`config.mk`:
```
export PLATFORM = sky130hd
export DESIGN_NAME = delta_list_task_scheduler_core_flat
export DESIGN_NICKNAME = d
export VERILOG_FILES = /design/src/rtl/core/dlts_pkg.sv /design/src/rtl/core/dlts_req_if.sv /design/src/rtl/core/dlts_rsp_if.sv /design/src/rtl/core/delta_list_task_scheduler_core.sv /design/src/flat_wrapper.sv
export SDC_FILE = /design/constraint.sdc
export NUM_CORES = 2
export LEC_CHECK = 0
export ABC_AREA = 0
export BUFFER_PORTS_ARGS = -buffer_cell sky130_fd_sc_hd__buf_2
export CAP_MARGIN = 15
export CORE_ASPECT_RATIO = 1.5
export CORE_MARGIN = 2
export CORE_UTILIZATION = 35
export CTS_BUF_LIST = sky130_fd_sc_hd__clkbuf_16
export CTS_CLUSTER_SIZE = 30
export DETAILED_ROUTE_END_ITERATION = 16
export PLACE_DENSITY = 0.5
export SLEW_MARGIN = 20
export SYNTH_ARGS = -nofsm -noshare
export SYNTH_HDL_FRONTEND = slang
export SYNTH_SLANG_ARGS = --single-unit
```
`constraint.sdc`:
```
create_clock -name clk -period 9.9 [get_ports clk]
set_clock_uncertainty 0.05 [all_clocks]
set_input_delay 1.98 -clock clk [delete_from_list [all_inputs] [get_ports clk]]
set_output_delay 1.98 -clock clk [all_outputs]
set_load 0.01 [all_outputs]
```
`src/rtl/core/dlts_pkg.sv`:
```
// ----------------------------------------------------------------------------
// dlts_pkg
// Shared types and constants of the delta-list task scheduler.
// ----------------------------------------------------------------------------
package dlts_pkg;

	localparam int TABLE_DEPTH_DEF = 16;
	localparam int READY_DEPTH_DEF = 16;

	localparam int OP_W     = 2;
	localparam int TAG_W    = 8;
	localparam int TICK_W   = 32;
	localparam int STATUS_W = 2;

	typedef enum logic [OP_W-1:0] {
		OP_ADD      = 2'd0,
		OP_TICK     = 2'd1,
		OP_DISPATCH = 2'd2,
		OP_NONE     = 2'd3
	} opcode_t;

	typedef enum logic [STATUS_W-1:0] {
		ST_OK    = 2'd0,
		ST_FULL  = 2'd1,
		ST_EMPTY = 2'd2
	} status_t;

	typedef enum logic [3:0] {
		S_IDLE,
		S_INS_CHK,
		S_INS_SCAN,
		S_SH_RD,
		S_SH_WR,
		S_INS_PUT,
		S_INS_FIX,
		S_TK_RD,
		S_TK_WR,
		S_DS_START,
		S_MV_RD,
		S_MV,
		S_POP,
		S_POP2,
		S_DONE
	} sch_state_t;

	// one table entry
	typedef struct packed {
		logic [TICK_W-1:0] delta;
		logic [TICK_W-1:0] period;
		logic [TAG_W-1:0]  tag;
	} tab_ent_t;

	// one ready fifo entry
	typedef struct packed {
		logic [TICK_W-1:0] period;
		logic [TAG_W-1:0]  tag;
	} rdy_ent_t;

endpackage

```
`src/rtl/core/dlts_req_if.sv`:
```
// ----------------------------------------------------------------------------
// dlts_req_if
// Request channel: one operation per beat.
// ----------------------------------------------------------------------------
interface dlts_req_if
	import dlts_pkg::*;
();
	logic              valid;
	logic              ready;
	logic [OP_W-1:0]   opcode;
	logic [TAG_W-1:0]  task_tag;
	logic [TICK_W-1:0] delay_ticks;
	logic [TICK_W-1:0] period_ticks;

	modport source (output valid, opcode, task_tag, delay_ticks, period_ticks, input ready);
	modport sink   (input valid, opcode, task_tag, delay_ticks, period_ticks, output ready);
endinterface

```
`src/rtl/core/dlts_rsp_if.sv`:
```
// ----------------------------------------------------------------------------
// dlts_rsp_if
// Response channel: one result per beat.
// ----------------------------------------------------------------------------
interface dlts_rsp_if
	import dlts_pkg::*;
();
	logic                valid;
	logic                ready;
	logic [STATUS_W-1:0] status;
	logic                run_valid;
	logic [TAG_W-1:0]    run_tag;

	modport source (output valid, status, run_valid, run_tag, input ready);
	modport sink   (input valid, status, run_valid, run_tag, output ready);
endinterface

```
`src/rtl/core/delta_list_task_scheduler_core.sv`:
```
// Operations: tick reads the head entry and writes it back decremented (no write on an
// empty table); add scans N entries, shifts S entries up one at a time, writes the new
// entry and fixes the delta of the entry after it; dispatch moves due head entries into
// the ready fifo, pops one and re-adds the popped task when it repeats. Only one
// operation runs at a time, paced by its walk over the single table memory.
// Reset: asynchronous, clears counts, pointers, due flag and output valid;
// memories are not cleared, entries are read only below their counts.
// ----------------------------------------------------------------------------
// delta_list_task_scheduler_core
// Delta-time sorted timer list with ready fifo; each memory has a write and a read port.
// ----------------------------------------------------------------------------
module delta_list_task_scheduler_core
	import dlts_pkg::*;
#(
	parameter int TABLE_DEPTH = TABLE_DEPTH_DEF,
	parameter int READY_DEPTH = READY_DEPTH_DEF
) (
	input  logic       clk,
	input  logic       arst_n,
	dlts_req_if.sink   req,
	dlts_rsp_if.source rsp
);

	localparam int CAP = (TABLE_DEPTH < READY_DEPTH) ? TABLE_DEPTH : READY_DEPTH;
	localparam int IW  = $clog2(TABLE_DEPTH);
	localparam int LW  = $clog2(TABLE_DEPTH + 1);
	localparam int RIW = $clog2(READY_DEPTH);
	localparam int RCW = $clog2(READY_DEPTH + 1);
	localparam int SW  = ((LW > RCW) ? LW : RCW) + 1;

	tab_ent_t tab_mem [TABLE_DEPTH];
	rdy_ent_t rdy_mem [READY_DEPTH];

	sch_state_t state_q, state_d;

	logic [LW-1:0]  cnt_q, idx_q, pos_q, i_q;
	logic [IW-1:0]  hd_q;
	logic           head_due_q, first_q, readd_q;
	logic [RCW-1:0] rcnt_q;
	logic [RIW-1:0] rp_q, wp_q;

	logic [TAG_W-1:0]  tag_q;
	logic [TICK_W-1:0] dly_q, per_q, before_q, nd_q;
	status_t           rs_st_q;
	logic              rs_rv_q;
	logic [TAG_W-1:0]  rs_tag_q;

	logic                ov_q;
	logic [STATUS_W-1:0] o_st_q;
	logic                o_rv_q;
	logic [TAG_W-1:0]    o_tag_q;

	tab_ent_t trd_q, twdata;
	rdy_ent_t frd_q;
	logic     twe;
	logic [IW-1:0] traddr, twaddr;

	logic [TICK_W:0]   cand;
	logic              scan_le, full, out_free, req_beat;
	logic [TICK_W-1:0] new_delta, tick_dec;

	// logical list position to physical slot of the circular table
	function automatic logic [IW-1:0] phys(input logic [IW-1:0] hd, input logic [LW-1:0] l);
		logic [LW:0] s;
		s = (LW+1)'(hd) + (LW+1)'(l);
		if (s >= (LW+1)'(TABLE_DEPTH))
			s = s - (LW+1)'(TABLE_DEPTH);
		return s[IW-1:0];
	endfunction

	function automatic logic [IW-1:0] tnext(input logic [IW-1:0] p);
		return (p == IW'(TABLE_DEPTH - 1)) ? '0 : p + 1'b1;
	endfunction

	function automatic logic [RIW-1:0] rnext(input logic [RIW-1:0] p);
		return (p == RIW'(READY_DEPTH - 1)) ? '0 : p + 1'b1;
	endfunction

	// shared compare and subtract datapath
	assign cand      = {1'b0, before_q} + {1'b0, trd_q.delta};
	assign scan_le   = cand <= {1'b0, dly_q};
	assign full      = ((SW'(cnt_q) + SW'(rcnt_q)) >= SW'(CAP))
	                   || (cnt_q >= LW'(TABLE_DEPTH));
	assign new_delta = dly_q - before_q;
	assign tick_dec  = (trd_q.delta != '0) ? trd_q.delta - 1'b1 : '0;
	assign out_free  = !ov_q || rsp.ready;
	assign req_beat  = req.valid && req.ready;

	assign req.ready     = (state_q == S_IDLE);
	assign rsp.valid     = ov_q;
	assign rsp.status    = o_st_q;
	assign rsp.run_valid = o_rv_q;
	assign rsp.run_tag   = o_tag_q;

	// next state and memory port control
	always_comb begin
		state_d = state_q;
		traddr  = phys(hd_q, '0);
		twe     = 1'b0;
		twaddr  = phys(hd_q, pos_q);
		twdata  = trd_q;
		case (state_q)
			S_IDLE: begin
				if (req_beat) begin
					case (opcode_t'(req.opcode))
						OP_ADD:      state_d = S_INS_CHK;
						OP_TICK:     state_d = S_TK_RD;
						OP_DISPATCH: state_d = S_DS_START;
						default:     state_d = S_DONE;
					endcase
				end
			end
			S_INS_CHK: begin
				if (full)
					state_d = S_DONE;
				else if (cnt_q == '0)
					state_d = S_SH_RD;
				else
					state_d = S_INS_SCAN;
			end
			S_INS_SCAN: begin
				traddr = phys(hd_q, idx_q + 1'b1);
				if (!scan_le || (idx_q + 1'b1 == cnt_q))
					state_d = S_SH_RD;
			end
			S_SH_RD: begin
				traddr = phys(hd_q, i_q - 1'b1);
				state_d = (i_q == pos_q) ? S_INS_PUT : S_SH_WR;
			end
			S_SH_WR: begin
				twe     = 1'b1;
				twaddr  = phys(hd_q, i_q);
				state_d = S_SH_RD;
			end
			S_INS_PUT: begin
				twe     = 1'b1;
				twdata  = '{delta: new_delta, period: per_q, tag: tag_q};
				traddr  = phys(hd_q, pos_q + 1'b1);
				state_d = (pos_q < cnt_q) ? S_INS_FIX : S_DONE;
			end
			S_INS_FIX: begin
				twe          = 1'b1;
				twaddr       = phys(hd_q, pos_q + 1'b1);
				twdata.delta = trd_q.delta - nd_q;
				state_d      = S_DONE;
			end
			S_TK_RD: begin
				state_d = (cnt_q == '0) ? S_DONE : S_TK_WR;
			end
			S_TK_WR: begin
				twe          = 1'b1;
				twaddr       = hd_q;
				twdata.delta = tick_dec;
				state_d      = S_DONE;
			end
			S_DS_START: begin
				if (head_due_q && cnt_q != '0 && rcnt_q < RCW'(READY_DEPTH))
					state_d = S_MV_RD;
				else
					state_d = S_POP;
			end
			S_MV_RD: begin
				if (cnt_q != '0 && rcnt_q < RCW'(READY_DEPTH))
					state_d = S_MV;
				else
					state_d = S_POP;
			end
			S_MV: begin
				state_d = (first_q || trd_q.delta == '0) ? S_MV_RD : S_POP;
			end
			S_POP: begin
				state_d = (rcnt_q == '0) ? S_DONE : S_POP2;
			end
			S_POP2: begin
				state_d = (frd_q.period != '0) ? S_INS_CHK : S_DONE;
			end
			S_DONE: begin
				if (out_free)
					state_d = S_IDLE;
			end
			default: state_d = S_IDLE;
		endcase
	end

	// state register
	always_ff @(posedge clk or negedge arst_n) begin
		if (!arst_n)
			state_q <= S_IDLE;
		else
			state_q <= state_d;
	end

	// table memory, one write and one registered read
	always_ff @(posedge clk) begin
		if (twe)
			tab_mem[twaddr] <= twdata;
		trd_q <= tab_mem[traddr];
	end

	// ready fifo memory
	always_ff @(posedge clk) begin
		if (state_q == S_MV && (first_q || trd_q.delta == '0))
			rdy_mem[wp_q] <= '{period: trd_q.period, tag: trd_q.tag};
		frd_q <= rdy_mem[rp_q];
	end

	// control counters and flags
	always_ff @(posedge clk or negedge arst_n) begin
		if (!arst_n) begin
			cnt_q      <= '0;
			hd_q       <= '0;
			head_due_q <= 1'b0;
			rcnt_q     <= '0;
			rp_q       <= '0;
			wp_q       <= '0;
			first_q    <= 1'b0;
			readd_q    <= 1'b0;
			ov_q       <= 1'b0;
		end else begin
			case (state_q)
				S_IDLE: begin
					if (req_beat)
						readd_q <= 1'b0;
				end
				S_INS_PUT: begin
					cnt_q <= cnt_q + 1'b1;
					if (pos_q == '0)
						head_due_q <= 1'b0;
				end
				S_TK_WR: begin
					if (tick_dec == '0)
						head_due_q <= 1'b1;
				end
				S_DS_START: first_q <= 1'b1;
				S_MV: begin
					if (first_q || trd_q.delta == '0) begin
						wp_q    <= rnext(wp_q);
						rcnt_q  <= rcnt_q + 1'b1;
						hd_q    <= tnext(hd_q);
						cnt_q   <= cnt_q - 1'b1;
						first_q <= 1'b0;
					end
				end
				S_POP: head_due_q <= 1'b0;
				S_POP2: begin
					rp_q    <= rnext(rp_q);
					rcnt_q  <= rcnt_q - 1'b1;
					readd_q <= 1'b1;
				end
				default: ;
			endcase
			if (state_q == S_DONE && out_free)
				ov_q <= 1'b1;
			else if (rsp.ready)
				ov_q <= 1'b0;
		end
	end

	// operands, walk indexes and result payload
	always_ff @(posedge clk) begin
		case (state_q)
			S_IDLE: begin
				if (req_beat) begin
					tag_q    <= req.task_tag;
					dly_q    <= req.delay_ticks;
					per_q    <= req.period_ticks;
					rs_st_q  <= ST_OK;
					rs_rv_q  <= 1'b0;
					rs_tag_q <= '0;
				end
			end
			S_INS_CHK: begin
				if (full && !readd_q)
					rs_st_q <= ST_FULL;
				before_q <= '0;
				idx_q    <= '0;
				pos_q    <= '0;
				i_q      <= cnt_q;
			end
			S_INS_SCAN: begin
				if (scan_le) begin
					before_q <= cand[TICK_W-1:0];
					idx_q    <= idx_q + 1'b1;
					pos_q    <= idx_q + 1'b1;
				end else begin
					pos_q <= idx_q;
				end
			end
			S_SH_WR:   i_q  <= i_q - 1'b1;
			S_INS_PUT: nd_q <= new_delta;
			S_POP: begin
				if (rcnt_q == '0)
					rs_st_q <= ST_EMPTY;
			end
			S_POP2: begin
				rs_rv_q  <= 1'b1;
				rs_tag_q <= frd_q.tag;
				tag_q    <= frd_q.tag;
				dly_q    <= frd_q.period;
				per_q    <= frd_q.period;
			end
			S_DONE: begin
				if (out_free) begin
					o_st_q  <= rs_st_q;
					o_rv_q  <= rs_rv_q;
					o_tag_q <= rs_tag_q;
				end
			end
			default: ;
		endcase
	end

`ifndef SYNTHESIS
	a_cnt_bound: assert property (@(posedge clk) disable iff (!arst_n)
		cnt_q <= LW'(TABLE_DEPTH))
		else $error("table count above depth");
	a_capacity: assert property (@(posedge clk) disable iff (!arst_n)
		(SW'(cnt_q) + SW'(rcnt_q)) <= SW'(CAP))
		else $error("table plus fifo above capacity");
	a_run_ok: assert property (@(posedge clk) disable iff (!arst_n)
		(ov_q && o_rv_q) |-> (o_st_q == ST_OK))
		else $error("released task with bad status");
	a_busy: assert property (@(posedge clk) disable iff (!arst_n)
		(state_q != S_IDLE) |-> !req.ready)
		else $error("ready while busy");
`endif

endmodule

```
`src/flat_wrapper.sv`:
```
// flat-port wrapper written by rule: the top's interface ports become plain ports
module delta_list_task_scheduler_core_flat import dlts_pkg::*;
#(
	parameter int TABLE_DEPTH = TABLE_DEPTH_DEF,
	parameter int READY_DEPTH = READY_DEPTH_DEF
)
  (clk, arst_n, req_valid, req_opcode, req_task_tag, req_delay_ticks, req_period_ticks, req_ready, rsp_valid, rsp_status, rsp_run_valid, rsp_run_tag, rsp_ready);
  dlts_req_if req_i ();
  dlts_rsp_if rsp_i ();
  input  logic clk;
  input  logic arst_n;
  input wire logic [$bits(req_i.valid)-1:0] req_valid;
  input wire logic [$bits(req_i.opcode)-1:0] req_opcode;
  input wire logic [$bits(req_i.task_tag)-1:0] req_task_tag;
  input wire logic [$bits(req_i.delay_ticks)-1:0] req_delay_ticks;
  input wire logic [$bits(req_i.period_ticks)-1:0] req_period_ticks;
  output wire logic [$bits(req_i.ready)-1:0] req_ready;
  output wire logic [$bits(rsp_i.valid)-1:0] rsp_valid;
  output wire logic [$bits(rsp_i.status)-1:0] rsp_status;
  output wire logic [$bits(rsp_i.run_valid)-1:0] rsp_run_valid;
  output wire logic [$bits(rsp_i.run_tag)-1:0] rsp_run_tag;
  input wire logic [$bits(rsp_i.ready)-1:0] rsp_ready;
  assign req_i.valid = req_valid;
  assign req_i.opcode = req_opcode;
  assign req_i.task_tag = req_task_tag;
  assign req_i.delay_ticks = req_delay_ticks;
  assign req_i.period_ticks = req_period_ticks;
  assign req_ready = req_i.ready;
  assign rsp_valid = rsp_i.valid;
  assign rsp_status = rsp_i.status;
  assign rsp_run_valid = rsp_i.run_valid;
  assign rsp_run_tag = rsp_i.run_tag;
  assign rsp_i.ready = rsp_ready;
  delta_list_task_scheduler_core #(.TABLE_DEPTH(TABLE_DEPTH), .READY_DEPTH(READY_DEPTH)) u_core (.clk(clk), .arst_n(arst_n), .req(req_i), .rsp(rsp_i));
endmodule
```
Yosys cells after proc, flatten, opt, wreduce, memory -nomap -nowiden

Memories as Yosys holds them, arrays and structs flattened. A register that Yosys moved wholly into a read port is not among the register bits.
Index checks and enable logic that the tools add are counted.

Equality and inequality tests: 30
Reductions and logical operators: 46
Mux-type cells: 63
Order comparisons: 10
Add/subtract/negate cells: 23

Operators by type and width:

| kind                                                                  | count |
|---|---|
| 32-bit one-hot mux with 2 select lines                                | 3 |
| 32-bit two-way mux                                                    | 4 |
| 32-bit one-hot mux with 3 select lines                                | 1 |
| 32-bit logical NOT                                                    | 2 |
| 32-bit nonzero test                                                   | 2 |
| 32-bit subtractor                                                     | 2 |
| 4-bit two-way mux                                                     | 14 |
| 4-bit one-hot mux with 14 select lines                                | 1 |
| 4-bit equality test, second input constant                            | 10 |
| 40-bit two-way mux                                                    | 1 |
| 5-bit one-hot mux with 2 select lines                                 | 4 |
| 32-bit by 32-bit adder with 33-bit output                             | 1 |
| 33-bit by 32-bit less-or-equal comparator with 1-bit output           | 1 |
| 8-bit one-hot mux with 2 select lines                                 | 2 |
| 32-bit by 1-bit subtractor with 32-bit output, second input constant  | 1 |
| 6-bit by 5-bit >= comparator with 1-bit output, second input constant | 5 |
| 4-bit by 5-bit adder with 6-bit output                                | 4 |
| 4-bit one-hot mux with 3 select lines                                 | 2 |
| 4-bit by 1-bit subtractor with 4-bit output, second input constant    | 5 |
| 4-bit by 3-bit equality test with 1-bit output, second input constant | 4 |
| 8-bit two-way mux                                                     | 2 |
| 5-bit by 1-bit adder with 5-bit output, second input constant         | 3 |
| 5-bit logical NOT                                                     | 3 |
| 5-bit two-way mux                                                     | 3 |
| 34 further kinds                                                      | 92 |

Memory bits (writable): 1792
Bits in registers: 198
Memories: 2
Word-level logic and storage cells: 197
Bits of input ports: 78
Output and inout port bits: 13

Memory list:

| name           | depth | width | read ports | clocked after memory_dff | write ports | RTL line                             | RTL |
|---|---|---|---|---|---|---|---|
| u_core.tab_mem | 16    | 72    | 1          | 1                        | 1           | delta_list_task_scheduler_core.sv:31 | `tab_ent_t tab_mem [TABLE_DEPTH];` |
| u_core.rdy_mem | 16    | 40    | 1          | 1                        | 1           | delta_list_task_scheduler_core.sv:32 | `rdy_ent_t rdy_mem [READY_DEPTH];` |

Depth between registers and ports, before layout

Depth after elaboration: 6
Mapped depth: 22
Gate-level depth less buffers: 22

Worst setup path after synthesis

Ideal clock, no wire load.

Path type: register -> register
Start: reg u_core.state_q[3]
End: mem u_core.tab_mem[3][0] (netlist name) (enable)
Required time: 9.347 ns
Data arrival time: 5.512 ns
Path buffers: 0
Period minus slack after synthesis: 6.065 ns
Slack: 3.835 ns
Setup time: 0.503 ns
Cell stages (with the launch flop): 13
Path through: dfrtp_1 nand2b_1 nor3_2 o21ai_0 ha_1 a21o_1 a21oi_1 xnor2_1 nor3_1 a21oi_1 o21ai_1 or2_2 nor2_1

Longest elaborated chain between the ends: 5
Elaborated cells between the ends (all ways): 9
Those cells by class: 4 x eq/ne; 4 x mux; 1 x reduce/logical

Ends and longest elaborated chain:

| what                                                                                         | RTL line                              | RTL |
|---|---|---|
| start: declaration                                                                           | delta_list_task_scheduler_core.sv:34  | `sch_state_t state_q, state_d;` |
| start signal: assignment                                                                     | delta_list_task_scheduler_core.sv:190 | `state_q <= state_d;` |
| 4-bit by 3-bit equality test with 1-bit output / 4-bit equality test (equally long branches) | delta_list_task_scheduler_core.sv:102 | `case (state_q)` |
| 4-bit OR reduction (no source line)                                                          | --                                    |  |
| 1-bit two-way mux                                                                            | delta_list_task_scheduler_core.sv:102 |  |
| 1-bit two-way mux                                                                            | delta_list_task_scheduler_core.sv:195 | `if (twe)` |
| 1-bit two-way mux (implied by the code)                                                      | delta_list_task_scheduler_core.sv:196 | `tab_mem[twaddr] <= twdata;` |
| end: declaration                                                                             | delta_list_task_scheduler_core.sv:31  |  |

Several ways; a longest one is shown, not always the timed one.

Worst setup path in the final report

Start: reg, netlist name u_core.trd_q[41]
End: reg u_core.before_q[20] (enable)

Longest elaborated chain between the ends: 4

Ends and longest elaborated chain:

| what                                                              | RTL line                              | RTL |
|---|---|---|
| 32-bit by 32-bit adder with 33-bit output                         | delta_list_task_scheduler_core.sv:80  | `assign cand = {1'b0, before_q} + {1'b0, trd_q.delta};` |
| via u_core.cand[26]                                               | delta_list_task_scheduler_core.sv:58  | `logic [TICK_W:0] cand;` |
| 33-bit by 32-bit less-or-equal comparator with 1-bit output       | delta_list_task_scheduler_core.sv:81  | `assign scan_le = cand <= {1'b0, dly_q};` |
| 2-bit by 1-bit inequality test with 1-bit output (no source line) | --                                    |  |
| 2-bit AND reduction (no source line)                              | --                                    |  |
| end signal: assignment                                            | delta_list_task_scheduler_core.sv:282 | `before_q <= cand[TICK_W-1:0];` |
| end: declaration                                                  | delta_list_task_scheduler_core.sv:43  | `logic [TICK_W-1:0] dly_q, per_q, before_q, nd_q;` |

The timed path passes the listed nets, and every way through them passes these cells.
A chain may end at the register's enable or synchronous reset.

==> run metrics <==
RSZ-0062 raised after global routing false; EDFF count, synth 1960; Antenna Nets Post-Route 0; initial antenna violation count 12; Reg clk slew, reported paths 70 ps; Final setup viols 0; largest net degree at the start of global routing 185; CP Capture Type flip-flop; Hold Path Class flip-flop to flip-flop; Post-Layout Cell Count 9857; Critical Path Fanout Max 37; Rel. slew slack 0.2489; Fill cells 23470; Max VDD drop 0.0002829 V; Comb pwr share 0.389; P_sw 0.01394 W; Die Y 620.3 um; worst slack, placed 3758 ps; die area 0.2574 sq mm; Cell Area, Synth 0.08863 sq mm; sequential share of power 0.397; P_int 0.02121 W; post-synth net total 6623; Crit path arrival time 6530 ps; Pwr per Cell Area 353.9 mW/mm^2; setup ws final 3744 ps; Via density 5.547; CP Launch Type flip-flop; Tot GR Track Use 0.2010; Worst Setup EP u_core.before_q[20]$_SDFFCE_PN0P_; number of global-route vias before repair 53680; CTS tree built; Clock Power Share 0.213; layout cell share with drive strength beyond 1 0.1059; cts repair resizes 0; Die Wd 414.9 um; Sw Ratio 0.3966; DP Cell Count 9491; r2r endpoint u_core.before_q[20]$_SDFFCE_PN0P_; final hold violations 0; root buf cell clkbuf_16; H-tree depth 4; Post-synth top flop edfxtp_1; Post-DP Area 0.09305 sq mm; Worst Setup SP u_core.trd_q[41]$_DFF_P_; # rows 226; Final Slew Violations 0; Worst EP required 10270 ps; Max-Cap Viols 0; r2r setup slk 3740 ps; maximum clock rate 162.5 MHz; Remaining Overflow, GRT 0; port buffer count 90; Detail Placement HPWL 151.8 mm; min Tclk post-route 6156 ps; FFs w/ async S/R, synth 0.01427; TritonRoute pass-1 iters 9; Pleak 34.01 nW; gp weighted congestion 0.8483; outcome completed; first-pass GRT wire length 382.0 mm; CTS max path bufs 4; tightest hold margin 351.7 ps; Mean Syn Cell Area 13.90 sq um; final wirelength 266.0 mm; starting density of the core 0.3514; total CTS buffers 200; Post-CTS Setup Bufs 0; Synth Instances 6376; Seq/Total Area, Yosys 0.6978; reg-to-reg startpoint u_core.trd_q[41]$_DFF_P_; Worst-Skew Late Latency 860 ps; Hold Buf Count CTS 0; synth warn 0; Sink Count 2102; num ports 91; core area 0.2522 sq mm; Wirelength per Cell 26.99 um; routed vias 54680; post-synth cell types 93; DRC viols 0; Final #Nets 6636; design area 0.09932 sq mm; worst slew pin tran 1127 ps; crit share post-route 0.6218; Reg2Reg Depth 21; Initial DRC Count 4703; Yosys reg bits 2102; CP Class flip-flop to flip-flop; final total negative setup slack 0 ps; Layout area overhead 12.06%
stage by stage:
stage | utilization | total power, W
CTS | 0.3936 | 0.03535
finish | 0.3938 | 0.03515
global placement | 0.3689 | 0.02771
detailed placement | 0.3689 | 0.02782
floorplan | - | 0.02277
global route | 0.3937 | 0.03702
registers in the layout, summed over array words and instances, names as in the netlist, 2 cells and up:
signal              cells
u_core.wp_q             4
u_core.state_q          4
u_core.frd_q           40
u_core.tag_q            8
u_core.cnt_q            5
u_core.idx_q            5
u_core.rp_q             4
u_core.rs_st_q          2
u_core.rsp.status       2
u_core.per_q           32
u_core.before_q        32
u_core.dly_q           32
u_core.nd_q            32
u_core.rcnt_q           5
u_core.rsp.run_tag      8
u_core.trd_q           72
u_core.rs_tag_q         8
u_core.i_q              5
u_core.hd_q             4
u_core.tab_mem       1152
u_core.rdy_mem        640
layer usage:
metal,GRT usage,wire length [um],vias to the layer above
met5,0,0,-
met2,0.3573,135800,1496
met4,0.05943,7614,0
met1,0.2589,110900,28270
met3,0.02009,11750,365
li1,-,-,24550
how the worst min path moves through the flow:
stage,cells after the start,startpoint,end
after floorplan,0,u_core.rs_tag_q[0]$_SDFFCE_PN0P_,u_core.rsp.run_tag[0]$_DFFE_PP_
after global placement,0,u_core.rs_rv_q$_DFFE_PP_,u_core.rsp.run_valid$_DFFE_PP_
after detailed placement,0,u_core.rs_rv_q$_DFFE_PP_,u_core.rsp.run_valid$_DFFE_PP_
after CTS,0,u_core.rs_rv_q$_DFFE_PP_,u_core.rsp.run_valid$_DFFE_PP_
after global routing,0,u_core.rs_rv_q$_DFFE_PP_,u_core.rsp.run_valid$_DFFE_PP_
final,0,u_core.rs_rv_q$_DFFE_PP_,u_core.rsp.run_valid$_DFFE_PP_
layout by cell type, fill, tap and decap left out, drive strengths merged, types with 36 or more instances in the layout:
| master | Yosys | layout |
|---|---|---|
| edfxtp | 1960 | 1960 |
| a21oi | 326 | 326 |
| and3 | 298 | 298 |
| o21ai | 203 | 203 |
| xnor2 | 85 | 85 |
| inv | 144 | 208 |
| xor2 | 43 | 43 |
| a22oi | 53 | 53 |
| buf | 105 | 205 |
| clkbuf | 290 | 204 |
| dfxtp | 112 | 112 |
| mux2i | 123 | 123 |
| clkinv | 1 | 74 |
| a31oi | 163 | 163 |
| nand2 | 1028 | 1028 |
| mux4 | 80 | 80 |
| a21o | 70 | 70 |
| nor2 | 129 | 129 |
| and2 | 45 | 45 |
| a211oi | 374 | 374 |
| ha | 161 | 161 |
| a311oi | 146 | 146 |
| nand3 | 36 | 36 |
| a221oi | 49 | 49 |
| mux2 | 43 | 43 |
| nor3 | 39 | 39 |
final cells by class:
type / instances / area [sq um] / share of cell area
Multi-Input combinational cell: 3734 / 25000 / 0.2517
Tap cell: 3306 / 4136 / 0.04165
Timing Repair Buffer: 206 / 1534 / 0.01544
Clock buffer: 203 / 5080 / 0.05115
Clock inverter: 157 / 1151 / 0.01159
Antenna cell: 4 / 10.01 / 0.0001008
Inverter: 145 / 546.8 / 0.005505
Sequential cell: 2102 / 61860 / 0.6228
worst max-delay path, cell delays in order, from the launching register on:
cell	delay, ps
dfxtp_1	460
inv_1	160
fa_1	470
nand2b_1	200
a211o_1	280
and3_1	200
a21oi_1	390
a21oi_1	220
o21a_1	300
o21bai_1	150
a21oi_1	90
xnor2_1	200
ha_1	280
a21o_1	170
a21o_1	170
a21oi_1	120
o21ai_0	120
a21oi_1	140
o21ai_0	100
a21o_1	190
a221oi_1	400
or2_2	880
synth_stat cells, types with 35 or more instances:
cell type / count / share of area
a211oi_1: 372 / 0.032
a21o_1: 70 / 0.0059
a21oi_1: 325 / 0.018
a221oi_1: 46 / 0.0045
a22oi_1: 53 / 0.0045
a311oi_1: 146 / 0.014
a31oi_1: 160 / 0.011
and2_1: 43 / 0.0030
and3_1: 298 / 0.021
buf_1: 35 / 0.0015
buf_2: 62 / 0.0035
clkbuf_1: 290 / 0.012
dfxtp_1: 112 / 0.025
edfxtp_1: 1960 / 0.66
ha_1: 161 / 0.023
inv_1: 144 / 0.0061
mux2_2: 43 / 0.0055
mux2i_1: 123 / 0.014
mux4_2: 80 / 0.020
nand2_1: 1023 / 0.043
nand3_1: 36 / 0.0020
nor2_1: 126 / 0.0053
nor3_1: 37 / 0.0021
o21ai_0: 155 / 0.0088
o21ai_1: 44 / 0.0025
xnor2_1: 85 / 0.0084
xor2_1: 43 / 0.0042
cells by family after synthesis:
family          after synthesis  share of synthesized area
buf+inv                     540                    0.02408
fa+ha+maj                   169                    0.02454
compound gates             1486                     0.1135
xor+xnor                    128                    0.01265
mux                         246                    0.03968
flops                      2102                     0.6978
simple gates               1705                    0.08773
power groups by stage:
stage	logic, W	registers, W	clock network, W
6_report	0.0137	0.0140	0.00750
5_1_grt	0.0150	0.0141	0.00794
4_1_cts	0.0138	0.0139	0.00765
3_5_place_dp	0.0137	0.0141	0
3_3_place_gp	0.0136	0.0141	0
2_1_floorplan	0.00924	0.0135	0
No activity file was read; power rests on OpenSTA's default activity.
